File: src/hw/rtl/rv64_instruction_classifier_unit_macros.svh
// Assertion macros used by the instruction classifier RTL.
`ifndef RV64_INSTRUCTION_CLASSIFIER_UNIT_MACROS_SVH
`define RV64_INSTRUCTION_CLASSIFIER_UNIT_MACROS_SVH

`ifndef SYNTH

// Same-cycle implication, checked out of reset.
`define RV64IC_ASSERT_NOW(label, clk_sig, rst_sig, ante, cons) \
    label: assert property (@(posedge clk_sig) disable iff (!rst_sig) (ante) |-> (cons)) \
        else $error("rv64ic assertion failed");

// Next-cycle implication, checked out of reset.
`define RV64IC_ASSERT_NEXT(label, clk_sig, rst_sig, ante, cons) \
    label: assert property (@(posedge clk_sig) disable iff (!rst_sig) (ante) |=> (cons)) \
        else $error("rv64ic assertion failed");

`else

`define RV64IC_ASSERT_NOW(label, clk_sig, rst_sig, ante, cons)
`define RV64IC_ASSERT_NEXT(label, clk_sig, rst_sig, ante, cons)

`endif

`endif

File: src/hw/rtl/rv64ic_pkg.sv
// Types and constants of the RV64IMAC instruction classifier.
package rv64ic_pkg;

    // Dense mnemonic numbering; members count up from zero in listing order.
    typedef enum logic [7:0]
    {
        MN_ILLEGAL, MN_UNKNOWN,
        MN_C_ADDI4SPN, MN_C_FLD, MN_C_LW, MN_C_LD, MN_C_FSD, MN_C_SW, MN_C_SD,
        MN_C_NOP, MN_C_ADDI, MN_C_ADDIW, MN_C_LI, MN_C_ADDI16SP, MN_C_LUI,
        MN_C_SRLI64, MN_C_SRLI, MN_C_SRAI64, MN_C_SRAI, MN_C_ANDI, MN_C_SUB,
        MN_C_XOR, MN_C_OR, MN_C_AND, MN_C_SUBW, MN_C_ADDW, MN_C_J, MN_C_BEQZ,
        MN_C_BNEZ, MN_C_SLLI64, MN_C_SLLI, MN_C_FLDSP, MN_C_LWSP, MN_C_LDSP,
        MN_C_JR, MN_C_MV, MN_C_EBREAK, MN_C_JALR, MN_C_ADD, MN_C_FSDSP, MN_C_SWSP,
        MN_C_SDSP,
        MN_LB, MN_LH, MN_LW, MN_LD, MN_LBU, MN_LHU, MN_LWU, MN_ADDI,
        MN_SLLI, MN_SLTI, MN_SLTIU, MN_XORI, MN_SRLI, MN_SRAI, MN_ORI, MN_ANDI,
        MN_AUIPC, MN_ADDIW, MN_SLLIW, MN_SRLIW, MN_SRAIW, MN_SB, MN_SH, MN_SW, MN_SD,
        MN_AMOADD_W, MN_AMOSWAP_W, MN_LR_W, MN_SC_W, MN_AMOXOR_W, MN_AMOOR_W,
        MN_AMOAND_W, MN_AMOMIN_W, MN_AMOMAX_W, MN_AMOMINU_W, MN_AMOMAXU_W,
        MN_AMOADD_D, MN_AMOSWAP_D, MN_LR_D, MN_SC_D, MN_AMOXOR_D, MN_AMOOR_D,
        MN_AMOAND_D, MN_AMOMIN_D, MN_AMOMAX_D, MN_AMOMINU_D, MN_AMOMAXU_D,
        MN_ADD, MN_MUL, MN_SUB, MN_SLL, MN_MULH, MN_SLT, MN_MULHSU, MN_SLTU,
        MN_MULHU, MN_XOR, MN_DIV, MN_SRL, MN_DIVU, MN_SRA, MN_OR, MN_REM, MN_AND,
        MN_REMU, MN_LUI, MN_ADDW, MN_MULW, MN_SUBW, MN_SLLW, MN_DIVW, MN_SRLW,
        MN_DIVUW, MN_SRAW, MN_REMW, MN_REMUW, MN_BEQ, MN_BNE, MN_BLT, MN_BGE,
        MN_BLTU, MN_BGEU, MN_JALR, MN_JAL, MN_ECALL, MN_EBREAK, MN_URET, MN_SRET,
        MN_HRET, MN_MRET, MN_CSRRW, MN_CSRRS, MN_CSRRC, MN_CSRRWI, MN_CSRRSI,
        MN_CSRRCI
    } mnemonic_t;

    // Major opcodes, bits 6:2 of a 32-bit word.
    localparam logic [4:0] OPC_LOAD      = 5'h00;
    localparam logic [4:0] OPC_OP_IMM    = 5'h04;
    localparam logic [4:0] OPC_AUIPC     = 5'h05;
    localparam logic [4:0] OPC_OP_IMM_32 = 5'h06;
    localparam logic [4:0] OPC_STORE     = 5'h08;
    localparam logic [4:0] OPC_AMO       = 5'h0B;
    localparam logic [4:0] OPC_OP        = 5'h0C;
    localparam logic [4:0] OPC_LUI       = 5'h0D;
    localparam logic [4:0] OPC_OP_32     = 5'h0E;
    localparam logic [4:0] OPC_BRANCH    = 5'h18;
    localparam logic [4:0] OPC_JALR      = 5'h19;
    localparam logic [4:0] OPC_JAL       = 5'h1B;
    localparam logic [4:0] OPC_SYSTEM    = 5'h1C;

    // funct7 / funct6 selectors.
    localparam logic [6:0] F7_BASE = 7'h00;
    localparam logic [6:0] F7_MUL  = 7'h01;
    localparam logic [6:0] F7_ALT  = 7'h20;
    localparam logic [5:0] F6_SRL  = 6'h00;
    localparam logic [5:0] F6_SRA  = 6'h10;

    // AMO funct5 codes.
    localparam logic [4:0] AMO_ADD  = 5'h00;
    localparam logic [4:0] AMO_SWAP = 5'h01;
    localparam logic [4:0] AMO_LR   = 5'h02;
    localparam logic [4:0] AMO_SC   = 5'h03;
    localparam logic [4:0] AMO_XOR  = 5'h04;
    localparam logic [4:0] AMO_OR   = 5'h08;
    localparam logic [4:0] AMO_AND  = 5'h0C;
    localparam logic [4:0] AMO_MIN  = 5'h10;
    localparam logic [4:0] AMO_MAX  = 5'h14;
    localparam logic [4:0] AMO_MINU = 5'h18;
    localparam logic [4:0] AMO_MAXU = 5'h1C;

    // Exact privileged words under SYSTEM with funct3 zero.
    localparam logic [31:0] WORD_ECALL  = 32'h0000_0073;
    localparam logic [31:0] WORD_EBREAK = 32'h0010_0073;
    localparam logic [31:0] WORD_URET   = 32'h0020_0073;
    localparam logic [31:0] WORD_SRET   = 32'h1020_0073;
    localparam logic [31:0] WORD_HRET   = 32'h2020_0073;
    localparam logic [31:0] WORD_MRET   = 32'h3020_0073;

    // Compressed quadrants and the 32-bit marker in bits 1:0.
    localparam logic [1:0] QUAD_0    = 2'd0;
    localparam logic [1:0] QUAD_1    = 2'd1;
    localparam logic [1:0] QUAD_FULL = 2'd3;

    typedef struct packed
    {
        mnemonic_t code;
        logic      compressed;
    } result_t;

endpackage

File: src/hw/rtl/rv64ic_decode.sv
// Combinational decode of one instruction word into a mnemonic code.
module rv64ic_decode
    import rv64ic_pkg::*;
(
    input  logic [31:0] instruction,
    output result_t     result
);

    logic [1:0]  quad;
    logic [2:0]  c_f3;
    logic        c_b12;
    logic [4:0]  c_rd;
    logic [4:0]  c_rs2;
    logic [10:0] c_lo11;
    logic [1:0]  c_f2;
    logic [1:0]  c_sel;
    logic        c_zero_sh;
    logic [4:0]  opc;
    logic [2:0]  f3;
    logic [6:0]  f7;
    logic [5:0]  f6;
    logic [4:0]  f5;
    logic        amo_d;
    mnemonic_t   c_code;
    mnemonic_t   f_code;
    mnemonic_t   amo_code;

    assign quad      = instruction[1:0];
    assign c_f3      = instruction[15:13];
    assign c_b12     = instruction[12];
    assign c_rd      = instruction[11:7];
    assign c_rs2     = instruction[6:2];
    assign c_lo11    = instruction[12:2];
    assign c_f2      = instruction[6:5];
    assign c_sel     = instruction[11:10];
    assign c_zero_sh = !c_b12 && (c_rs2 == 5'd0);

    assign opc   = instruction[6:2];
    assign f3    = instruction[14:12];
    assign f7    = instruction[31:25];
    assign f6    = instruction[31:26];
    assign f5    = instruction[31:27];
    assign amo_d = f3[0];

    // Compressed quadrants.
    always_comb
    begin
        c_code = MN_ILLEGAL;
        if (quad == QUAD_0)
        begin
            case (c_f3)
                3'd0: c_code = (c_lo11 == 11'd0) ? MN_ILLEGAL : MN_C_ADDI4SPN;
                3'd1: c_code = MN_C_FLD;
                3'd2: c_code = MN_C_LW;
                3'd3: c_code = MN_C_LD;
                3'd5: c_code = MN_C_FSD;
                3'd6: c_code = MN_C_SW;
                3'd7: c_code = MN_C_SD;
                default: c_code = MN_ILLEGAL;
            endcase
        end
        else if (quad == QUAD_1)
        begin
            case (c_f3)
                3'd0: c_code = (c_lo11 == 11'd0) ? MN_C_NOP : MN_C_ADDI;
                3'd1: c_code = (c_rd == 5'd0) ? MN_ILLEGAL : MN_C_ADDIW;
                3'd2: c_code = (c_rd == 5'd0) ? MN_ILLEGAL : MN_C_LI;
                3'd3:
                begin
                    if (c_rd == 5'd2)
                        c_code = MN_C_ADDI16SP;
                    else if (c_rd != 5'd0)
                        c_code = MN_C_LUI;
                    else
                        c_code = MN_ILLEGAL;
                end
                3'd4:
                begin
                    case (c_sel)
                        2'd0: c_code = c_zero_sh ? MN_C_SRLI64 : MN_C_SRLI;
                        2'd1: c_code = c_zero_sh ? MN_C_SRAI64 : MN_C_SRAI;
                        2'd2: c_code = MN_C_ANDI;
                        default:
                        begin
                            case ({c_b12, c_f2})
                                3'b000: c_code = MN_C_SUB;
                                3'b001: c_code = MN_C_XOR;
                                3'b010: c_code = MN_C_OR;
                                3'b011: c_code = MN_C_AND;
                                3'b100: c_code = MN_C_SUBW;
                                3'b101: c_code = MN_C_ADDW;
                                default: c_code = MN_ILLEGAL;
                            endcase
                        end
                    endcase
                end
                3'd5: c_code = MN_C_J;
                3'd6: c_code = MN_C_BEQZ;
                default: c_code = MN_C_BNEZ;
            endcase
        end
        else
        begin
            case (c_f3)
                3'd0: c_code = (!c_b12 && c_f2 == 2'd0) ? MN_C_SLLI64 : MN_C_SLLI;
                3'd1: c_code = MN_C_FLDSP;
                3'd2: c_code = MN_C_LWSP;
                3'd3: c_code = MN_C_LDSP;
                3'd4:
                begin
                    if (!c_b12)
                        c_code = (c_rs2 == 5'd0) ? MN_C_JR : MN_C_MV;
                    else if (c_rs2 == 5'd0 && c_rd == 5'd0)
                        c_code = MN_C_EBREAK;
                    else if (c_rs2 == 5'd0)
                        c_code = MN_C_JALR;
                    else
                        c_code = MN_C_ADD;
                end
                3'd5: c_code = MN_C_FSDSP;
                3'd6: c_code = MN_C_SWSP;
                default: c_code = MN_C_SDSP;
            endcase
        end
    end

    // Atomics: funct5 picks the operation, funct3 bit 0 picks word or doubleword.
    always_comb
    begin
        case (f5)
            AMO_ADD:  amo_code = amo_d ? MN_AMOADD_D : MN_AMOADD_W;
            AMO_SWAP: amo_code = amo_d ? MN_AMOSWAP_D : MN_AMOSWAP_W;
            AMO_LR:
            begin
                if (instruction[24:20] != 5'd0)
                    amo_code = MN_ILLEGAL;
                else
                    amo_code = amo_d ? MN_LR_D : MN_LR_W;
            end
            AMO_SC:   amo_code = amo_d ? MN_SC_D : MN_SC_W;
            AMO_XOR:  amo_code = amo_d ? MN_AMOXOR_D : MN_AMOXOR_W;
            AMO_OR:   amo_code = amo_d ? MN_AMOOR_D : MN_AMOOR_W;
            AMO_AND:  amo_code = amo_d ? MN_AMOAND_D : MN_AMOAND_W;
            AMO_MIN:  amo_code = amo_d ? MN_AMOMIN_D : MN_AMOMIN_W;
            AMO_MAX:  amo_code = amo_d ? MN_AMOMAX_D : MN_AMOMAX_W;
            AMO_MINU: amo_code = amo_d ? MN_AMOMINU_D : MN_AMOMINU_W;
            AMO_MAXU: amo_code = amo_d ? MN_AMOMAXU_D : MN_AMOMAXU_W;
            default:  amo_code = MN_ILLEGAL;
        endcase
    end

    // 32-bit words.
    always_comb
    begin
        f_code = MN_ILLEGAL;
        case (opc)
            OPC_LOAD:
            begin
                case (f3)
                    3'd0: f_code = MN_LB;
                    3'd1: f_code = MN_LH;
                    3'd2: f_code = MN_LW;
                    3'd3: f_code = MN_LD;
                    3'd4: f_code = MN_LBU;
                    3'd5: f_code = MN_LHU;
                    3'd6: f_code = MN_LWU;
                    default: f_code = MN_ILLEGAL;
                endcase
            end
            OPC_OP_IMM:
            begin
                case (f3)
                    3'd0: f_code = MN_ADDI;
                    3'd1: f_code = MN_SLLI;
                    3'd2: f_code = MN_SLTI;
                    3'd3: f_code = MN_SLTIU;
                    3'd4: f_code = MN_XORI;
                    3'd5:
                    begin
                        if (f6 == F6_SRL)
                            f_code = MN_SRLI;
                        else if (f6 == F6_SRA)
                            f_code = MN_SRAI;
                        else
                            f_code = MN_ILLEGAL;
                    end
                    3'd6: f_code = MN_ORI;
                    default: f_code = MN_ANDI;
                endcase
            end
            OPC_AUIPC: f_code = MN_AUIPC;
            OPC_OP_IMM_32:
            begin
                if (f3 == 3'd0)
                    f_code = MN_ADDIW;
                else if (f3 == 3'd1)
                    f_code = MN_SLLIW;
                else if (f3 == 3'd5 && f7 == F7_BASE)
                    f_code = MN_SRLIW;
                else if (f3 == 3'd5 && f7 == F7_ALT)
                    f_code = MN_SRAIW;
                else
                    f_code = MN_ILLEGAL;
            end
            OPC_STORE:
            begin
                case (f3)
                    3'd0: f_code = MN_SB;
                    3'd1: f_code = MN_SH;
                    3'd2: f_code = MN_SW;
                    3'd3: f_code = MN_SD;
                    default: f_code = MN_ILLEGAL;
                endcase
            end
            OPC_AMO: f_code = (f3 inside {3'd2, 3'd3}) ? amo_code : MN_ILLEGAL;
            OPC_OP:
            begin
                if (f7 == F7_BASE)
                begin
                    case (f3)
                        3'd0: f_code = MN_ADD;
                        3'd1: f_code = MN_SLL;
                        3'd2: f_code = MN_SLT;
                        3'd3: f_code = MN_SLTU;
                        3'd4: f_code = MN_XOR;
                        3'd5: f_code = MN_SRL;
                        3'd6: f_code = MN_OR;
                        default: f_code = MN_AND;
                    endcase
                end
                else if (f7 == F7_MUL)
                begin
                    case (f3)
                        3'd0: f_code = MN_MUL;
                        3'd1: f_code = MN_MULH;
                        3'd2: f_code = MN_MULHSU;
                        3'd3: f_code = MN_MULHU;
                        3'd4: f_code = MN_DIV;
                        3'd5: f_code = MN_DIVU;
                        3'd6: f_code = MN_REM;
                        default: f_code = MN_REMU;
                    endcase
                end
                else if (f7 == F7_ALT && f3 == 3'd0)
                    f_code = MN_SUB;
                else if (f7 == F7_ALT && f3 == 3'd5)
                    f_code = MN_SRA;
                else
                    f_code = MN_ILLEGAL;
            end
            OPC_LUI: f_code = MN_LUI;
            OPC_OP_32:
            begin
                case (f3)
                    3'd0:
                    begin
                        if (f7 == F7_BASE)
                            f_code = MN_ADDW;
                        else if (f7 == F7_MUL)
                            f_code = MN_MULW;
                        else if (f7 == F7_ALT)
                            f_code = MN_SUBW;
                        else
                            f_code = MN_ILLEGAL;
                    end
                    3'd1: f_code = MN_SLLW;
                    3'd4: f_code = (f7 == F7_MUL) ? MN_DIVW : MN_ILLEGAL;
                    3'd5:
                    begin
                        if (f7 == F7_BASE)
                            f_code = MN_SRLW;
                        else if (f7 == F7_MUL)
                            f_code = MN_DIVUW;
                        else if (f7 == F7_ALT)
                            f_code = MN_SRAW;
                        else
                            f_code = MN_ILLEGAL;
                    end
                    3'd6: f_code = (f7 == F7_MUL) ? MN_REMW : MN_ILLEGAL;
                    3'd7: f_code = (f7 == F7_MUL) ? MN_REMUW : MN_ILLEGAL;
                    default: f_code = MN_ILLEGAL;
                endcase
            end
            OPC_BRANCH:
            begin
                case (f3)
                    3'd0: f_code = MN_BEQ;
                    3'd1: f_code = MN_BNE;
                    3'd4: f_code = MN_BLT;
                    3'd5: f_code = MN_BGE;
                    3'd6: f_code = MN_BLTU;
                    3'd7: f_code = MN_BGEU;
                    default: f_code = MN_ILLEGAL;
                endcase
            end
            OPC_JALR: f_code = MN_JALR;
            OPC_JAL:  f_code = MN_JAL;
            OPC_SYSTEM:
            begin
                case (f3)
                    3'd0:
                    begin
                        case (instruction)
                            WORD_ECALL:  f_code = MN_ECALL;
                            WORD_EBREAK: f_code = MN_EBREAK;
                            WORD_URET:   f_code = MN_URET;
                            WORD_SRET:   f_code = MN_SRET;
                            WORD_HRET:   f_code = MN_HRET;
                            WORD_MRET:   f_code = MN_MRET;
                            default:     f_code = MN_ILLEGAL;
                        endcase
                    end
                    3'd1: f_code = MN_CSRRW;
                    3'd2: f_code = MN_CSRRS;
                    3'd3: f_code = MN_CSRRC;
                    3'd5: f_code = MN_CSRRWI;
                    3'd6: f_code = MN_CSRRSI;
                    3'd7: f_code = MN_CSRRCI;
                    default: f_code = MN_ILLEGAL;
                endcase
            end
            default: f_code = MN_UNKNOWN;
        endcase
    end

    assign result.compressed = (quad != QUAD_FULL);
    assign result.code       = (quad != QUAD_FULL) ? c_code : f_code;

endmodule

File: src/hw/rtl/rv64_instruction_classifier_unit.sv
// Top level of the RV64IMAC instruction classifier: handshake, pipeline registers, checks.
//
// Input channel: in_valid / in_stall with the 32-bit instruction word. A transfer
// happens at a rising edge where in_valid is high and in_stall is low.
// Output channel: out_valid / out_stall with mnemonic_code (0 illegal, 1 unknown
// major opcode, 2..137 mnemonics) and is_compressed (bits 1:0 of the word not 3).
//
// A word taken in is held in the input register, decoded, then held in the result register.
// Throughput: one word per cycle while out_stall is low; the decode sits between the
// input register and the result register, a single pass of shallow compare logic.
//
// Reset (rst_n low, asynchronous) empties both stages; no result is shown and
// in_stall drops low, so the block is ready from the first edge after release.
// When the receiver stalls, the result holds steady; the input register keeps
// filling until both stages are full, and only then in_stall rises. It falls
// in the same cycle out_stall does, so no bubble is lost.
`include "rv64_instruction_classifier_unit_macros.svh"

module rv64_instruction_classifier_unit
    import rv64ic_pkg::*;
(
    input  logic        clk,
    input  logic        rst_n,
    input  logic        in_valid,
    output logic        in_stall,
    input  logic [31:0] instruction,
    output logic        out_valid,
    input  logic        out_stall,
    output logic [7:0]  mnemonic_code,
    output logic        is_compressed
);

    logic        s1_valid_reg;
    logic        s1_valid_next;
    logic [31:0] instr_reg;
    logic [31:0] instr_next;
    logic        out_valid_reg;
    logic        out_valid_next;
    result_t     result_reg;
    result_t     result_next;
    result_t     decoded;
    logic        s1_load;
    logic        s2_load;

    // Advance the result stage when it is empty or being taken; advance the
    // input stage when it is empty or moving on.
    assign s2_load = !out_valid_reg || !out_stall;
    assign s1_load = !s1_valid_reg || s2_load;

    assign in_stall = !s1_load;

    rv64ic_decode u_decode
    (
        .instruction (instr_reg),
        .result      (decoded)
    );

    always_comb
    begin
        s1_valid_next  = s1_load ? in_valid : s1_valid_reg;
        instr_next     = (s1_load && in_valid) ? instruction : instr_reg;
        out_valid_next = s2_load ? s1_valid_reg : out_valid_reg;
        result_next    = (s2_load && s1_valid_reg) ? decoded : result_reg;
    end

    always_ff @(posedge clk or negedge rst_n)
    begin
        if (!rst_n)
        begin
            s1_valid_reg  <= 1'b0;
            out_valid_reg <= 1'b0;
        end
        else
        begin
            s1_valid_reg  <= s1_valid_next;
            out_valid_reg <= out_valid_next;
        end
    end

    // Payload registers: hold unless a transfer moves new data in.
    always_ff @(posedge clk)
    begin
        instr_reg  <= instr_next;
        result_reg <= result_next;
    end

    assign out_valid     = out_valid_reg;
    assign mnemonic_code = result_reg.code;
    assign is_compressed = result_reg.compressed;

    // Back-pressure reaches the input only when both stages are full and stalled.
    `RV64IC_ASSERT_NOW(a_stall_only_when_full, clk, rst_n, in_stall,
        s1_valid_reg && out_valid_reg && out_stall)

    // An accepted word lands in the input stage.
    `RV64IC_ASSERT_NEXT(a_accept_fills_s1, clk, rst_n, in_valid && !in_stall, s1_valid_reg)

    // Compressed results carry only compressed or illegal codes.
    `RV64IC_ASSERT_NOW(a_comp_code_range, clk, rst_n, out_valid && is_compressed,
        mnemonic_code <= MN_C_SDSP && mnemonic_code != MN_UNKNOWN)

    // Full-width results never carry a compressed mnemonic code.
    `RV64IC_ASSERT_NOW(a_full_code_range, clk, rst_n, out_valid && !is_compressed,
        mnemonic_code == MN_ILLEGAL || mnemonic_code == MN_UNKNOWN ||
        (mnemonic_code >= MN_LB && mnemonic_code <= MN_CSRRCI))

endmodule
File: config.mk
export PLATFORM = sky130hd
export DESIGN_NAME = rv64_instruction_classifier_unit
export DESIGN_NICKNAME = d
export VERILOG_FILES = /design/src/hw/rtl/rv64ic_pkg.sv /design/src/hw/rtl/rv64ic_decode.sv /design/src/hw/rtl/rv64_instruction_classifier_unit.sv
export VERILOG_INCLUDE_DIRS = /design/src /design/src/hw/rtl
export SDC_FILE = /design/constraint.sdc
export NUM_CORES = 1
export LEC_CHECK = 0
export BUFFER_PORTS_ARGS = -buffer_cell sky130_fd_sc_hd__buf_2
export CORE_ASPECT_RATIO = 0.6
export CORE_MARGIN = 10
export CORE_UTILIZATION = 35
export CTS_BUF_LIST = sky130_fd_sc_hd__clkbuf_4 sky130_fd_sc_hd__clkbuf_8
export CTS_CLUSTER_DIAMETER = 60
export CTS_CLUSTER_SIZE = 20
export DETAILED_ROUTE_END_ITERATION = 7
export PLACE_DENSITY = 0.63
export RECOVER_POWER = 25
export SLEW_MARGIN = 20
export SYNTH_ARGS = -nofsm -noshare
export SYNTH_HDL_FRONTEND = slang
export SYNTH_SLANG_ARGS = --single-unit
File: constraint.sdc
create_clock -name clk -period 2.2 [get_ports clk]
set_input_delay 0.22 -clock clk [delete_from_list [all_inputs] [get_ports clk]]
set_output_delay 0.22 -clock clk [all_outputs]
set_load 0.01 [all_outputs]
==> metrics.md <==
| Metric | Value |
|---|---|
| Longest Clk Path Bufs | 2 |
| Fin worst setup slack | 0.00579 ns |
| Synthesized area | 3520 µm² |
| IR drop worst, VDD | 0.312 mV |
| CP startpoint | instr_reg[31] |
| HP Start | instruction[30] |
| Yosys cell types | 75 |
| Die ar. | 14600 µm² |
| P&R area growth vs syn | 42.8% |
| Hold Path Stages | 1 |
| R2R depth | 7 |
| Top cell family by delay on the critical path | simple AND/OR/NAND/NOR gates |
| Vias | 3972 |
| Fin util | 0.510 |
| Slew @ Worst Pin | 0.521 ns |
| Pre-CTS setup slack | -0.170 ns |
| Site Rows | 28 |
| Final cycle utilization of the critical path | 0.997 |
| Number of synthesized register bits | 43 |
| Final min period | 2.19 ns |
| Required time of the worst setup path | 2.35 ns |
| CP dominant cell by count | or3_4 |
| DRC | 0 |
| Drt first pass iters | 5 |
| DIE HEIGHT | 97.6 µm |
| Final setup violation count | 0 |
| Die X-Extent | 149 µm |
| Fmax achieved | 456 MHz |
| Clock Sinks | 43 |
| Tot GR Track Use | 0.180 |
| Wirelength per Cell | 20.1 µm |
| Clk pin slew, worst setup/hold paths | 0.10 ns |
| CTS Buf Count | 5 |
| Synth Flop Type | edfxtp_1 |
| Stages on the worst setup path | 7 |
| Vias per Instance | 5.89 |
| Clk_lat worst skew | 0.31 ns |
| Final Hold Fails | 0 |
| Final non-filler cell total | 674 |
| Total power | 2.34 mW |
| CP Buf/Inv Count | 1 |
| CP peak stage delay | 0.44 ns |
| ANT nets after route | 0 |
| EDFF count, synth | 41 |
| Clock root buffer | clkbuf_8 |
| Status | finished, final reports clean |
| Synth Area per Inst | 8.83 µm² |
| Share of layout cells above drive strength 1 | 0.412 |
| Final Max Slew Viols | 0 |
| Asr flop ratio synth | 0.0465 |
| Post-Route Skew | 0.00805 ns |
| Core ar. | 9840 µm² |
| Most frequent cell after synthesis | edfxtp_1 |
| Area leader, netlist | edfxtp_1 |
| Leakage | 1.99 nW |
| Placed cell count | 656 |
| Initial DRC count | 499 |
| Largest register FFs | 32 |
| Synthesis Warnings | 0 |
| Port Buf Inserts | 46 |
| Synth top area cells | edfxtp_1 (35%), nand2_1 (3.4%), nor2_1 (3.3%) |
| DP HPWL | 10400 µm |
| Crit-path cells | or3_4, or3_4, buf_4, nor3_4, nor3_1, and3_1, a31oi_2 |
| Synth top cells by count | edfxtp_1 (41), nand2_1 (32), nor2_1 (31), buf_2 (23), o21ai_0 (23) |
| Ant. Diodes | 0 |
| Crit start category | register |
| Largest net degree at the start of global routing | 33 |
| Vias in the first global route | 3781 |
| # IOs | 47 |
| Max Cap Viol | 0 |
| Nets | 578 |
| Post-synthesis sequential area ratio | 0.364 |
| Routed WL | 13500 µm |
| RSZ-0062 raised after global routing | yes |
| CP max stage cell | edfxtp_1 |
| Max FO, Critical Path | 3 |
| First-pass GRT wire length | 21100 µm |
| Final Wtd Congestion | 1.02 |
| Fill cell total of the finished layout | 912 |
| Cells after Synth | 398 |
| Slew headroom | 0.650 |
| RR Startpoint | instr_reg[31] |
| Hold crit path type | primary input to register |
| CTS tree | done |
| Initial antenna violation count | 0 |
| CTS H-tree lvls | 2 |
| Worst setup path category | register to register |
| Post-Syn Nets | 438 |
| Worst setup EP type | register |
| Setup TNS | 0 ns |
| Yosys top cell area share | 0.350 |
| Pwr/cell area | 466 nW/µm² |
| WP data arrival | 2.35 ns |
| Starting utilization of the core area | 0.357 |
| Grt ovf | 0 |
==> what timing repair did <==
item / in CTS / in global routing
hold buffers: 1 / 0
hold endpoints to repair: 2 / 0
pin swaps: 10 / 18
setup buffers: 4 / 6
gates resized for setup: 8 / 36
setup endpoints to repair: 7 / 8
==> path summary, 6_finish.rpt <==
check                                   end  slack, ns
setup reg to reg           mnemonic_code[3]      0.006
min in group asynchronous      s1_valid_reg       0.22
setup / recovery           mnemonic_code[3]      0.006
hold / removal                instr_reg[30]       0.07
max in group asynchronous         out_valid       1.89
hold reg to reg                   out_valid       0.50
==> cell usage in the layout, fill, tap and decap left out, types with 8 or more instances in the layout <==
cell type,n
a21oi_1,19
a31oi_1,8
buf_2,46
buf_4,112
edfxtp_1,41
inv_1,11
nand2_1,30
nand2b_1,10
nand3_1,20
nand4_1,9
nor2_1,29
nor2b_1,8
nor3_1,9
o21ai_0,21
o22ai_1,8
==> logic make-up after synthesis <==
family	after synthesis	share of synthesized area
flip-flops	43	0.364
multiplexers	10	0.0295
XOR/XNOR	5	0.0125
AND/OR/NAND/NOR	168	0.277
buffers and inverters	48	0.0658
AO/OA/AOI/OAI	119	0.233
adder cells (fa/ha/maj)	5	0.0174
==> area by class of cell <==
| class | count | area [µm²] | share of cell area |
|---|---|---|---|
| clock inverters | 3 | 47.5 | 0.00947 |
| flip-flops and latches | 43 | 1280 | 0.255 |
| clock buffers | 5 | 68.8 | 0.0137 |
| well taps | 135 | 169 | 0.0336 |
| inverters | 14 | 52.6 | 0.0105 |
| multi-input cells | 307 | 2200 | 0.439 |
| repair buffers | 167 | 1200 | 0.238 |
==> power breakdown <==
group          leakage [nW]  total, mW  internal [mW]  switching [mW]
clock                0.0587      0.671          0.345           0.326
combinational          1.51      0.660          0.295           0.365
sequential            0.416       1.01          0.966          0.0415
total                  1.99       2.34           1.61           0.733
==> layer usage <==
metal  GRT usage  vias to the layer above  routed length, µm
li1            -                     1815                  -
met1       0.262                     1854               6130
met2       0.236                      275               5230
met3      0.0814                       28               2010
met4      0.0240                        0                170
met5           0                        -                  0
==> through the flow <==
| step | cell area [µm²] | hold WS (ns) |
|---|---|---|
| finish | 5020 | 0.0733 |
| global route | 5020 | 0.0579 |
| CTS | 4820 | 0.0689 |
| detailed placement | 4610 | 0.00803 |
| global placement | 4610 | 0.00422 |
| floorplan | 3520 | -0.0756 |
Note: power is estimated with default switching activity, not from simulation.
